## src/websocket_frame_deframer_assert.svh

```systemverilog
// Assertion macros used by the deframer parser module.
`ifndef WEBSOCKET_FRAME_DEFRAMER_ASSERT_SVH
`define WEBSOCKET_FRAME_DEFRAMER_ASSERT_SVH

// Same-cycle implication, checked outside reset.
`define WSD_ASSERT_NOW(label, clk, rst, ante, cons) \
   label: assert property (@(posedge clk) disable iff (rst) (ante) |-> (cons)) \
      else $error("assertion failed");

// Next-cycle implication, checked outside reset.
`define WSD_ASSERT_NEXT(label, clk, rst, ante, cons) \
   label: assert property (@(posedge clk) disable iff (rst) (ante) |=> (cons)) \
      else $error("assertion failed");

`endif

```

## src/wsd_pkg.sv

```systemverilog
// Shared types and constants of the WebSocket frame deframer.
`timescale 1ns / 1ps
package wsd_pkg;

   localparam int BYTE_W    = 8;
   localparam int OPCODE_W  = 4;
   localparam int LENGTH_W  = 63;
   localparam int KEY_W     = 32;
   localparam int HDRCNT_W  = 3;
   localparam int KEYIDX_W  = 2;
   localparam int RSP_DATA_W = 80;

   localparam logic [6:0] LEN_EXT16_CODE = 7'd126;
   localparam logic [6:0] LEN_EXT64_CODE = 7'd127;

   localparam logic [HDRCNT_W-1:0] EXT16_LAST_CNT = 3'd1;
   localparam logic [HDRCNT_W-1:0] EXT64_LAST_CNT = 3'd7;
   localparam logic [HDRCNT_W-1:0] KEY_LAST_CNT   = 3'd3;

   localparam logic KIND_HEADER  = 1'b0;
   localparam logic KIND_PAYLOAD = 1'b1;

   // Parser phase, one-hot.
   typedef enum logic [5:0] {
      PH_HDR0  = 6'b000001,
      PH_HDR1  = 6'b000010,
      PH_EXT16 = 6'b000100,
      PH_EXT64 = 6'b001000,
      PH_KEY   = 6'b010000,
      PH_PAY   = 6'b100000
   } phase_type;

   // One result item.
   typedef struct packed {
      logic                kind;
      logic [OPCODE_W-1:0] opcode;
      logic                fin;
      logic                masked;
      logic [LENGTH_W-1:0] payload_length;
      logic [BYTE_W-1:0]   data;
      logic                last;
   } result_type;

endpackage

```

## src/wsd_in_stage.sv

```systemverilog
// Input register of the deframer: holds one received byte until the parser takes it.
`timescale 1ns / 1ps
module wsd_in_stage (
   input  logic                      clock,
   input  logic                      reset,
   input  logic                      req_tvalid,
   output logic                      req_tready,
   input  logic [wsd_pkg::BYTE_W-1:0] req_tdata,
   input  logic                      advance_i,
   output logic                      valid_o,
   output logic [wsd_pkg::BYTE_W-1:0] byte_o
);
   import wsd_pkg::*;

   logic              valid_ff, valid_in;
   logic [BYTE_W-1:0] byte_ff, byte_in;
   logic              take;

   // Accept when empty or when the held item moves on this cycle
   assign req_tready = !valid_ff || advance_i;
   assign take       = req_tvalid && req_tready;

   always_comb begin
      valid_in = valid_ff;
      byte_in  = byte_ff;
      if (take) begin
         valid_in = 1'b1;
         byte_in  = req_tdata;
      end else if (advance_i) begin
         valid_in = 1'b0;
      end
   end

   always_ff @(posedge clock) begin
      if (reset) begin
         valid_ff <= 1'b0;
      end else begin
         valid_ff <= valid_in;
      end
      byte_ff <= byte_in;
   end

   assign valid_o = valid_ff;
   assign byte_o  = byte_ff;

endmodule

```

## src/wsd_parser.sv

```systemverilog
// Frame parser: header state, extended length and key capture, payload unmasking.
`timescale 1ns / 1ps
module wsd_parser (
   input  logic                        clock,
   input  logic                        reset,
   input  logic                        step_i,
   input  logic [wsd_pkg::BYTE_W-1:0]  byte_i,
   output logic                        res_valid_o,
   output wsd_pkg::result_type         res_o
);
   import wsd_pkg::*;

   phase_type             phase_ff, phase_in;
   logic [OPCODE_W-1:0]   opcode_ff, opcode_in;
   logic                  fin_ff, fin_in;
   logic                  masked_ff, masked_in;
   logic [LENGTH_W-1:0]   length_ff, length_in;
   logic [LENGTH_W-1:0]   left_ff, left_in;
   logic [HDRCNT_W-1:0]   hcnt_ff, hcnt_in;
   logic [KEY_W-1:0]      key_ff, key_in;
   logic [KEYIDX_W-1:0]   kidx_ff, kidx_in;

   logic                  emit_hdr;
   logic                  len_done;
   logic                  pay;
   logic                  pay_last;
   logic [BYTE_W-1:0]     key_byte;
   logic [LENGTH_W-1:0]   shifted_len;
   logic                  empty;

   assign shifted_len = {length_ff[LENGTH_W-BYTE_W-1:0], byte_i};
   assign pay_last    = (left_ff[LENGTH_W-1:1] == '0);

   // Select the key byte for this payload position, first key byte on top
   always_comb begin
      unique case (kidx_ff)
         2'd0:    key_byte = key_ff[31:24];
         2'd1:    key_byte = key_ff[23:16];
         2'd2:    key_byte = key_ff[15:8];
         default: key_byte = key_ff[7:0];
      endcase
   end

   // Advance the phase for one byte
   always_comb begin
      phase_in  = phase_ff;
      opcode_in = opcode_ff;
      fin_in    = fin_ff;
      masked_in = masked_ff;
      length_in = length_ff;
      left_in   = left_ff;
      hcnt_in   = hcnt_ff;
      key_in    = key_ff;
      kidx_in   = kidx_ff;
      len_done  = 1'b0;
      emit_hdr  = 1'b0;
      pay       = 1'b0;

      unique case (phase_ff)
         PH_HDR1: begin
            masked_in = byte_i[7];
            hcnt_in   = '0;
            length_in = '0;
            if (byte_i[6:0] == LEN_EXT16_CODE) begin
               phase_in = PH_EXT16;
            end else if (byte_i[6:0] == LEN_EXT64_CODE) begin
               phase_in = PH_EXT64;
            end else begin
               length_in = {{(LENGTH_W-7){1'b0}}, byte_i[6:0]};
               len_done  = 1'b1;
            end
         end
         PH_EXT16, PH_EXT64: begin
            length_in = shifted_len;
            if (hcnt_ff >= ((phase_ff == PH_EXT16) ? EXT16_LAST_CNT : EXT64_LAST_CNT)) begin
               len_done = 1'b1;
            end else begin
               hcnt_in = hcnt_ff + 3'd1;
            end
         end
         PH_KEY: begin
            key_in = {key_ff[KEY_W-BYTE_W-1:0], byte_i};
            if (hcnt_ff >= KEY_LAST_CNT) begin
               emit_hdr = 1'b1;
            end else begin
               hcnt_in = hcnt_ff + 3'd1;
            end
         end
         PH_PAY: begin
            pay     = 1'b1;
            kidx_in = kidx_ff + 2'd1;
            if (left_ff != '0) begin
               left_in = left_ff - {{(LENGTH_W-1){1'b0}}, 1'b1};
            end
            if (pay_last) begin
               phase_in = PH_HDR0;
            end
         end
         default: begin
            // First header byte; unused codes land here too
            fin_in    = byte_i[7];
            opcode_in = byte_i[3:0];
            masked_in = 1'b0;
            length_in = '0;
            left_in   = '0;
            hcnt_in   = '0;
            key_in    = '0;
            kidx_in   = '0;
            phase_in  = PH_HDR1;
         end
      endcase

      // Length complete: wait for the key or finish the header
      if (len_done) begin
         hcnt_in = '0;
         if (masked_in) begin
            phase_in = PH_KEY;
         end else begin
            emit_hdr = 1'b1;
         end
      end

      empty = (length_in == '0);
      if (emit_hdr) begin
         left_in  = length_in;
         kidx_in  = '0;
         hcnt_in  = '0;
         phase_in = empty ? PH_HDR0 : PH_PAY;
      end
   end

   // Build the result from the updated frame fields
   always_comb begin
      res_valid_o          = step_i && (emit_hdr || pay);
      res_o.kind           = pay ? KIND_PAYLOAD : KIND_HEADER;
      res_o.opcode         = opcode_in;
      res_o.fin            = fin_in;
      res_o.masked         = masked_in;
      res_o.payload_length = length_in;
      res_o.data           = pay ? (byte_i ^ key_byte) : '0;
      res_o.last           = pay ? pay_last : empty;
   end

   always_ff @(posedge clock) begin
      if (reset) begin
         phase_ff  <= PH_HDR0;
         opcode_ff <= '0;
         fin_ff    <= 1'b0;
         masked_ff <= 1'b0;
         length_ff <= '0;
         left_ff   <= '0;
         hcnt_ff   <= '0;
         key_ff    <= '0;
         kidx_ff   <= '0;
      end else if (step_i) begin
         phase_ff  <= phase_in;
         opcode_ff <= opcode_in;
         fin_ff    <= fin_in;
         masked_ff <= masked_in;
         length_ff <= length_in;
         left_ff   <= left_in;
         hcnt_ff   <= hcnt_in;
         key_ff    <= key_in;
         kidx_ff   <= kidx_in;
      end
   end

`include "websocket_frame_deframer_assert.svh"

   `WSD_ASSERT_NOW(a_pay_gives_byte, clock, reset, step_i && phase_ff == PH_PAY, res_valid_o && res_o.kind == KIND_PAYLOAD)
   `WSD_ASSERT_NOW(a_empty_hdr_len, clock, reset, res_valid_o && res_o.kind == KIND_HEADER && res_o.last, res_o.payload_length == '0)
   `WSD_ASSERT_NEXT(a_last_byte_ends, clock, reset, step_i && phase_ff == PH_PAY && pay_last, phase_ff == PH_HDR0)

endmodule

```

## src/websocket_frame_deframer.sv

```systemverilog
// WebSocket frame deframer top level: input register, parser and result register.
`timescale 1ns / 1ps
// Receive-side WebSocket deframer. Feed the frame stream one byte per req item;
// a new item may follow every cycle while rsp_tready is high. Header
// bytes, extended length and masking key give no result; the completed header
// gives one rsp item with tuser = 0 (tlast set for an empty frame), and each
// payload byte gives one rsp item with tuser = 1 carrying the unmasked byte,
// tlast on the final byte. A length code of 127 takes a 64-bit length of which
// the top bit is dropped. From req accept a byte passes the input register, then
// the combinational parse stage into the result register, and rsp_tready low
// stalls it. Throughput is one byte per cycle while rsp_tready is high.
module websocket_frame_deframer (
   input  logic                           clock,
   input  logic                           reset,
   input  logic                           req_tvalid,
   output logic                           req_tready,
   input  logic [wsd_pkg::BYTE_W-1:0]     req_tdata,   // [7:0] in_byte
   output logic                           rsp_tvalid,
   input  logic                           rsp_tready,
   // [3:0] opcode, [4] fin, [5] masked, [68:6] payload_length, [76:69] data, [79:77] zero
   output logic [wsd_pkg::RSP_DATA_W-1:0] rsp_tdata,
   output logic                           rsp_tuser,   // [0] kind
   output logic                           rsp_tlast
);
   import wsd_pkg::*;

   logic              in_valid;
   logic [BYTE_W-1:0] in_byte;
   logic              advance;
   logic              res_valid;
   result_type        res;

   logic              rsp_valid_ff, rsp_valid_in;
   result_type        rsp_ff, rsp_in;

   // Move the held byte when the result register is free or draining
   assign advance = in_valid && (!rsp_valid_ff || rsp_tready);

   wsd_in_stage u_in_stage (
      .clock      (clock),
      .reset      (reset),
      .req_tvalid (req_tvalid),
      .req_tready (req_tready),
      .req_tdata  (req_tdata),
      .advance_i  (advance),
      .valid_o    (in_valid),
      .byte_o     (in_byte)
   );

   wsd_parser u_parser (
      .clock       (clock),
      .reset       (reset),
      .step_i      (advance),
      .byte_i      (in_byte),
      .res_valid_o (res_valid),
      .res_o       (res)
   );

   // Load a new result or drop the delivered one
   always_comb begin
      rsp_valid_in = rsp_valid_ff;
      rsp_in       = rsp_ff;
      if (advance) begin
         rsp_valid_in = res_valid;
         rsp_in       = res;
      end else if (rsp_tready) begin
         rsp_valid_in = 1'b0;
      end
   end

   always_ff @(posedge clock) begin
      if (reset) begin
         rsp_valid_ff <= 1'b0;
      end else begin
         rsp_valid_ff <= rsp_valid_in;
      end
      rsp_ff <= rsp_in;
   end

   assign rsp_tvalid = rsp_valid_ff;
   assign rsp_tuser  = rsp_ff.kind;
   assign rsp_tlast  = rsp_ff.last;
   assign rsp_tdata  = {3'b000, rsp_ff.data, rsp_ff.payload_length,
                        rsp_ff.masked, rsp_ff.fin, rsp_ff.opcode};

endmodule
```

## config.mk

```make
export PLATFORM = sky130hd
export DESIGN_NAME = websocket_frame_deframer
export DESIGN_NICKNAME = d
export VERILOG_FILES = /design/src/wsd_pkg.sv /design/src/wsd_in_stage.sv /design/src/wsd_parser.sv /design/src/websocket_frame_deframer.sv
export VERILOG_INCLUDE_DIRS = /design/src /design/src/src
export SDC_FILE = /design/constraint.sdc
export NUM_CORES = 1
export LEC_CHECK = 0
export ABC_AREA = 1
export BUFFER_PORTS_ARGS = -buffer_cell sky130_fd_sc_hd__buf_2
export CAP_MARGIN = 10
export CELL_PAD_IN_SITES_DETAIL_PLACEMENT = 1
export CELL_PAD_IN_SITES_GLOBAL_PLACEMENT = 2
export CORE_ASPECT_RATIO = 0.9
export CORE_UTILIZATION = 37
export DETAILED_ROUTE_END_ITERATION = 7
export PLACE_DENSITY = 0.82
export SLEW_MARGIN = 20
export SYNTH_ARGS = -nofsm -noshare
export SYNTH_HDL_FRONTEND = slang
export SYNTH_SLANG_ARGS = --single-unit
```

## constraint.sdc

```tcl
create_clock -name clock -period 7.8 [get_ports clock]
set_input_delay 0.39 -clock clock [delete_from_list [all_inputs] [get_ports clock]]
set_output_delay 0.39 -clock clock [all_outputs]
set_load 0.05 [all_outputs]
```

==> flow_summary.toml, run 1 <==
[cts]
cts_tree = "yes"
root_buffer = "clkbuf_16"
cts_buffers = 30
cts_max_level = 1
postCtsSetupRepairBufs = 0
clkLatencyLatePin_ns = 0.59
clk_pin_slew_ns = 0.06
numClockSinks = 264
clockBufferDepth = 3

[timing]
worst_pin_slew_ns = 1.12
fmax_mhz = 189
min_period_ns = 5.30
maxSlewViolCount = 0
slew_headroom = 0.247
rsz0062_at_grt = "no"
clock_skew_ns = 0.0181
tns_ns = 0
finalSetupViolations = 0
finalHoldViolCount = 0
period_share = 0.680

[grt]
grt-ovfl-total = 0
grt_pass1_wl_um = 74700
grt_pass1_vias = 12882
antenna_found_initial = 0
grt_max_degree = 104
grt_usage = 0.257

[setup_path]
r2r-start = "u_parser.phase_ff[5]$_SDFFE_PP0P_"
worst_path_largest_cell_delay_ns = 0.83
path_cells = "nor2_1 -> and2_1 -> nand2_2 -> nand2_1 -> a21boi_1 -> nand2_1 -> nand2_2 -> nor2_1 -> nand2_2 -> nand2_2 -> buf_4 -> nand2_1 -> a21oi_1"
critical_path_required_ns = 8.29
critical_path_arrival_ns = 5.79
critPathLaunchType = "flip-flop"
cp_slowest_cell = "and2_1"
cpLargestDelayFamily = "simple AND/OR/NAND/NOR gates"
path_buf_inv = 1
cp_max_fo = 66
end_kind = "flip-flop"
worstSetupPathType = "flip-flop to flip-flop"
cp-startpoint = "u_parser.phase_ff[5]$_SDFFE_PP0P_"
crit_top_cell = "nand2_2"

[logic_synthesis]
synth_top_family_by_area = "simple AND/OR/NAND/NOR gates"
synth_area_per_cell_um2 = 6.98
synthAdderAreaFrac = 0.00827
synth_largest_area_cell = "dfxtp_1"
synth-simple-area-share = 0.280
ys_types = 44
synthCells = 1950
synth-warning-count = 0
synth_top_area_frac = 0.260
synthesis.area_um2 = 13600
synth-seq-area-share = 0.452
synth_compound_area_frac = 0.151
synth_area_leaders = "dfxtp_1 (26%), edfxtp_1 (19%), nand2_1 (12%)"
muxShareOfSynthArea = 0
synth-xor-area-share = 0.0115
ys_ff_latch = 264

[routing]
wl_per_cell_um = 19.3
vias = 13049
drtIter0Drc = 725
drc = 0
routed_wl_um = 48400
drtAntennaViolNets = 0
detail_route.first_pass.iterations = 5
via_per_inst = 5.21

[pwr]
power_density_nw_per_um2 = 223
p_sw_mw = 0.997
clkPwrFrac = 0.424
p_seq_frac = 0.438
p_leak_nw = 6.90
power_frac_comb = 0.138
vdd_drop_max_v = 0.000173
p_sw_frac = 0.288
intPower_mw = 2.46

[layout]
post_route_cells_drive_above_1_share = 0.0887
final_common_cell = "nand2_1"
utilization = 0.429
area_growth_pct = 14.0
nets = 2027
layout_common_cells = "nand2_1 (444), nor2_1 (313), inv_1 (230), o21ai_0 (182), dfxtp_1 (177)"

[die]
start_util = 0.376
dieArea_um2 = 37600
num_io_pins = 96
die_w_um = 204
coreArea_um2 = 36200
num_rows = 66
die_h_um = 184

[place]
portBuffers = 92
gp_congestion = 0.840
dp_hpwl_um = 33400

[min_path]
holdCritStartpoint = "req_tvalid"
worst_hold_path_type = "primary input to flip-flop"

[flow_run]
maxCapViolations = 0

[run_status]
status = "finished clean"
[area by class of cell]
type / instances / area [um2]
multi-input cells: 1357 / 6190
clock inverters: 14 / 186
diodes: 1 / 2.50
inverters: 234 / 881
fillers: 4626 / 20700
flip-flops and latches: 264 / 6160
well taps: 476 / 596
clock buffers: 42 / 816
repair buffers: 119 / 686
[flip-flops by register name, indices dropped and copies added (netlist names), 2 cells and up]
register and count:
u_parser.key_ff 32, u_parser.left_ff 63, u_in_stage.byte_o 8, u_parser.hcnt_ff 3, u_parser.kidx_ff 2, u_parser.length_ff 63
rsp_tdata 77, u_parser.opcode_ff 4, u_parser.phase_ff 6
[power groups by stage]
stage	sequential, mW	clock [mW]	combinational, mW
3_3_place_gp	1.54	0	0.460
2_1_floorplan	1.58	0	0.295
5_1_grt	1.52	1.55	0.529
6_report	1.51	1.47	0.476
3_5_place_dp	1.54	0	0.471
4_1_cts	1.51	1.50	0.477
[worst register-to-register path, cell delays in order (launching register included)]
cell and delay [ns]:
dfxtp_1 0.34, nor2_1 0.17, and2_1 0.83, nand2_2 0.70
nand2_1 0.30, a21boi_1 0.13, nand2_1 0.09, nand2_2 0.18
nor2_1 0.18, nand2_2 0.59, nand2_2 0.64, buf_4 0.69
nand2_1 0.17, a21oi_1 0.18
[final timing paths]
check                                      end  cells past startpoint  slack (ns)
max reg2reg  u_parser.left_ff[41]$_SDFFE_PP0P_                     13        2.50
min            u_in_stage.valid_o$_SDFFE_PP0P_                      3        0.09
max          u_parser.left_ff[41]$_SDFFE_PP0P_                     13        2.50
min reg2reg   u_parser.key_ff[30]$_SDFFE_PP0P_                      2        0.46
[cells in the mapped netlist (all sizes together)]
cell type	number
a21boi	1
inv	233
or2	2
nand4	11
o211ai	5
clkbuf	65
nand3	115
a211oi	12
nor3b	2
buf	32
o21ai	190
nand2	451
o32ai	1
xor2	14
a31oi	2
conb	1
clkinv	1
o22ai	13
nor3	20
nor4	3
dfxtp	177
a21oi	161
and3	1
ha	9
nor2	320
o31ai	4
xnor2	3
o21bai	3
nand3b	9
edfxtp	87
and2	2
[layer usage]
| layer | track usage | vias to the layer above | wire length [um] | share of wire |
|---|---|---|---|---|
| met1 | 0.386 | 6349 | 24700 | 0.51 |
| met4 | 0.0552 | 0 | 912 | 0.019 |
| met3 | 0.0339 | 59 | 2120 | 0.044 |
| met5 | 0 | - | 0 | 0 |
| li1 | - | 6398 | - | - |
| met2 | 0.388 | 243 | 20700 | 0.43 |
[metrics by stage]
| step | worst slack (ns) | total power, mW | cells | hold slack (ns) | instance area, um2 |
|---|---|---|---|---|---|
| final | 2.50 | 3.46 | 2507 | 0.0912 | 15500 |
| after global routing | 2.01 | 3.60 | 2506 | 0.110 | 15500 |
| after CTS | 2.49 | 3.49 | 2506 | 0.0673 | 15500 |
| after detailed placement | 2.51 | 2.01 | 2442 | 0.455 | 14400 |
| after global placement | 2.73 | 2.00 | 2442 | 0.435 | 14400 |
| after floorplan | 3.83 | 1.87 | 1952 | 0.424 | 13600 |
[kinds of logic after synthesis]
logic type / after synthesis
adder cells (fa/ha/maj): 9
AND/OR/NAND/NOR: 936
buffers and inverters: 331
flip-flops: 264
AO/OA/AOI/OAI: 392
XOR/XNOR: 17
other: 1
[repair_timing]
action / 4_1_cts / 5_1_grt
hold buffers: 8 / 0
hold endpoints to repair: 8 / 0
resized for setup: 0 / 0
Power figures use the tool's default switching activity.
==> run 2: changes to the inputs <==
CORE_UTILIZATION = 31   (was 37)
PLACE_DENSITY = 0.73   (was 0.82)
clock period = 4.6 ns   (was 7.8 ns; I/O delays follow)
==> run 2 against run 1 <==
  * Power increased by 70%
  * Largest cell class unchanged
  * Via count increased by 0.63%
  * Cell area increased by 1.5%
  * Critical endpoint is now u_parser.left_ff[12]$_SDFFE_PP0P_
==> flow_summary.toml, run 2 (synthesis results as in run 1) <==
[timing]
maxSlewViolCount = 0
tns_ns = 0
finalSetupViolations = 0
slew_headroom = 0.249
hold-worst-slack_ns = 0.0453
setup_ws_ns = 1.01
min_period_ns = 3.59
rsz0062_at_grt = "no"
period_share = 0.780
fmax_mhz = 279
clock_skew_ns = 0.0173
worst_pin_slew_ns = 1.12
finalHoldViolCount = 0

[setup_path]
cp-endpoint = "u_parser.left_ff[12]$_SDFFE_PP0P_"
cpLargestDelayFamily = "simple AND/OR/NAND/NOR gates"
cp_max_fo = 53
critPathLaunchType = "flip-flop"
r2r-start = "u_parser.phase_ff[5]$_SDFFE_PP0P_"
path_buf_inv = 2
cp.depth = 11
critical_path_arrival_ns = 4.06
reg2reg_setup_slack_ns = 1.01
r2r_end = "u_parser.left_ff[12]$_SDFFE_PP0P_"
rr_worst_depth = 11
cp_slowest_cell = "buf_4"
worstSetupPathType = "flip-flop to flip-flop"
cp-startpoint = "u_parser.phase_ff[5]$_SDFFE_PP0P_"
worst_path_largest_cell_delay_ns = 0.53
path_cells = "nor2_1 -> and2_1 -> nand2_2 -> o21ai_2 -> nand2_1 -> nand2_2 -> buf_4 -> inv_2 -> a21oi_1 -> nor3_1 -> nor2_1"
critical_path_required_ns = 5.07
end_kind = "flip-flop"

[grt]
grt_usage = 0.230
grt-ovfl-total = 0
grt_pass1_wl_um = 79300
grt_pass1_vias = 13171
grt_max_degree = 103
antenna_found_initial = 0

[die]
dieArea_um2 = 44700
coreArea_um2 = 43200
die_w_um = 223
die_h_um = 201
num_io_pins = 96
start_util = 0.315
num_rows = 72

[cts]
clk_pin_slew_ns = 0.05
cts_max_level = 2
clockBufferDepth = 3
cts-hold-fix-buffers = 9
numClockSinks = 264
cts_buffers = 34
clkLatencyLatePin_ns = 0.54
root_buffer = "clkbuf_16"
post_cts_resized = 0
cts_tree = "yes"
postCtsSetupRepairBufs = 0

[routing]
drtIter0Drc = 805
drtAntennaViolNets = 0
wl_per_cell_um = 19.5
routed_wl_um = 51000
drc = 0
via_per_inst = 5.04
detail_route.first_pass.iterations = 4
vias = 13131

[layout]
n_antenna_cell = 0
final_common_cell = "nand2_1"
layout.cells.non_filler = 2607
area_growth_pct = 15.7
largest_register_ffs = 77
post_route_cells_drive_above_1_share = 0.0960
nets = 2050
layout_common_cells = "nand2_1 (444), nor2_1 (313), inv_1 (230), o21ai_0 (182), dfxtp_1 (177)"

[run_status]
status = "finished clean"

[place]
portBuffers = 92
gp_congestion = 0.844
place_ws_ns = 0.927
numPlacedInstances = 2539
dp_hpwl_um = 36000

[pwr]
p_leak_nw = 7.00
power_density_nw_per_um2 = 374
vdd_drop_max_v = 0.000162

[min_path]
min_path_cells = 4
worst_hold_path_type = "primary input to flip-flop"

[flow_run]
maxCapViolations = 0
## run 2: how the worst min path moves through the flow
stage / startpoint / to / slack [ns]
finish: rsp_tready / u_in_stage.valid_o$_SDFFE_PP0P_ / 0.05
global route: rsp_tready / u_in_stage.valid_o$_SDFFE_PP0P_ / 0.06
CTS: rsp_tready / u_in_stage.valid_o$_SDFFE_PP0P_ / 0.02
detailed placement: req_tdata[3] / u_in_stage.byte_o[3]$_DFFE_PP_ / 0.41
global placement: req_tdata[1] / u_in_stage.byte_o[1]$_DFFE_PP_ / 0.41
floorplan: req_tdata[0] / u_in_stage.byte_o[0]$_DFFE_PP_ / 0.33
## run 2: power by group
| part | internal (mW) | leakage, nW | switching (mW) |
|---|---|---|---|
| clock | 1.45 | 0.494 | 1.04 |
| combinational | 0.211 | 4.20 | 0.603 |
| sequential | 2.50 | 2.30 | 0.0672 |
## run 2: through the flow
step	instance area, um2	utilization	power, mW
after floorplan	13600	-	3.18
after detailed placement	14700	0.340	3.43
final	15800	0.365	5.88
after global routing	15800	0.365	6.14
after CTS	15800	0.365	5.95
after global placement	14700	0.340	3.41
## run 2: layout make-up
cell class,instances,area [um2]
well taps,555,694
flip-flops and latches,264,6160
clock buffers,47,921
fillers,5405,27400
clock inverters,12,87.6
multi-input cells,1357,6180
repair buffers,138,831
inverters,234,881
## run 2: worst min-delay path, stage by stage
cell,delay (ns)
buf_2,0.07
inv_1,0.04
nand3_1,0.11
a21oi_1,0.07
## run 2: layer usage
layer	share of wire	wire (um)	global-route usage
met1	0.51	26100	0.341
met2	0.43	21900	0.351
met4	0.019	970	0.0596
met5	0	0	0
met3	0.039	2000	0.0287
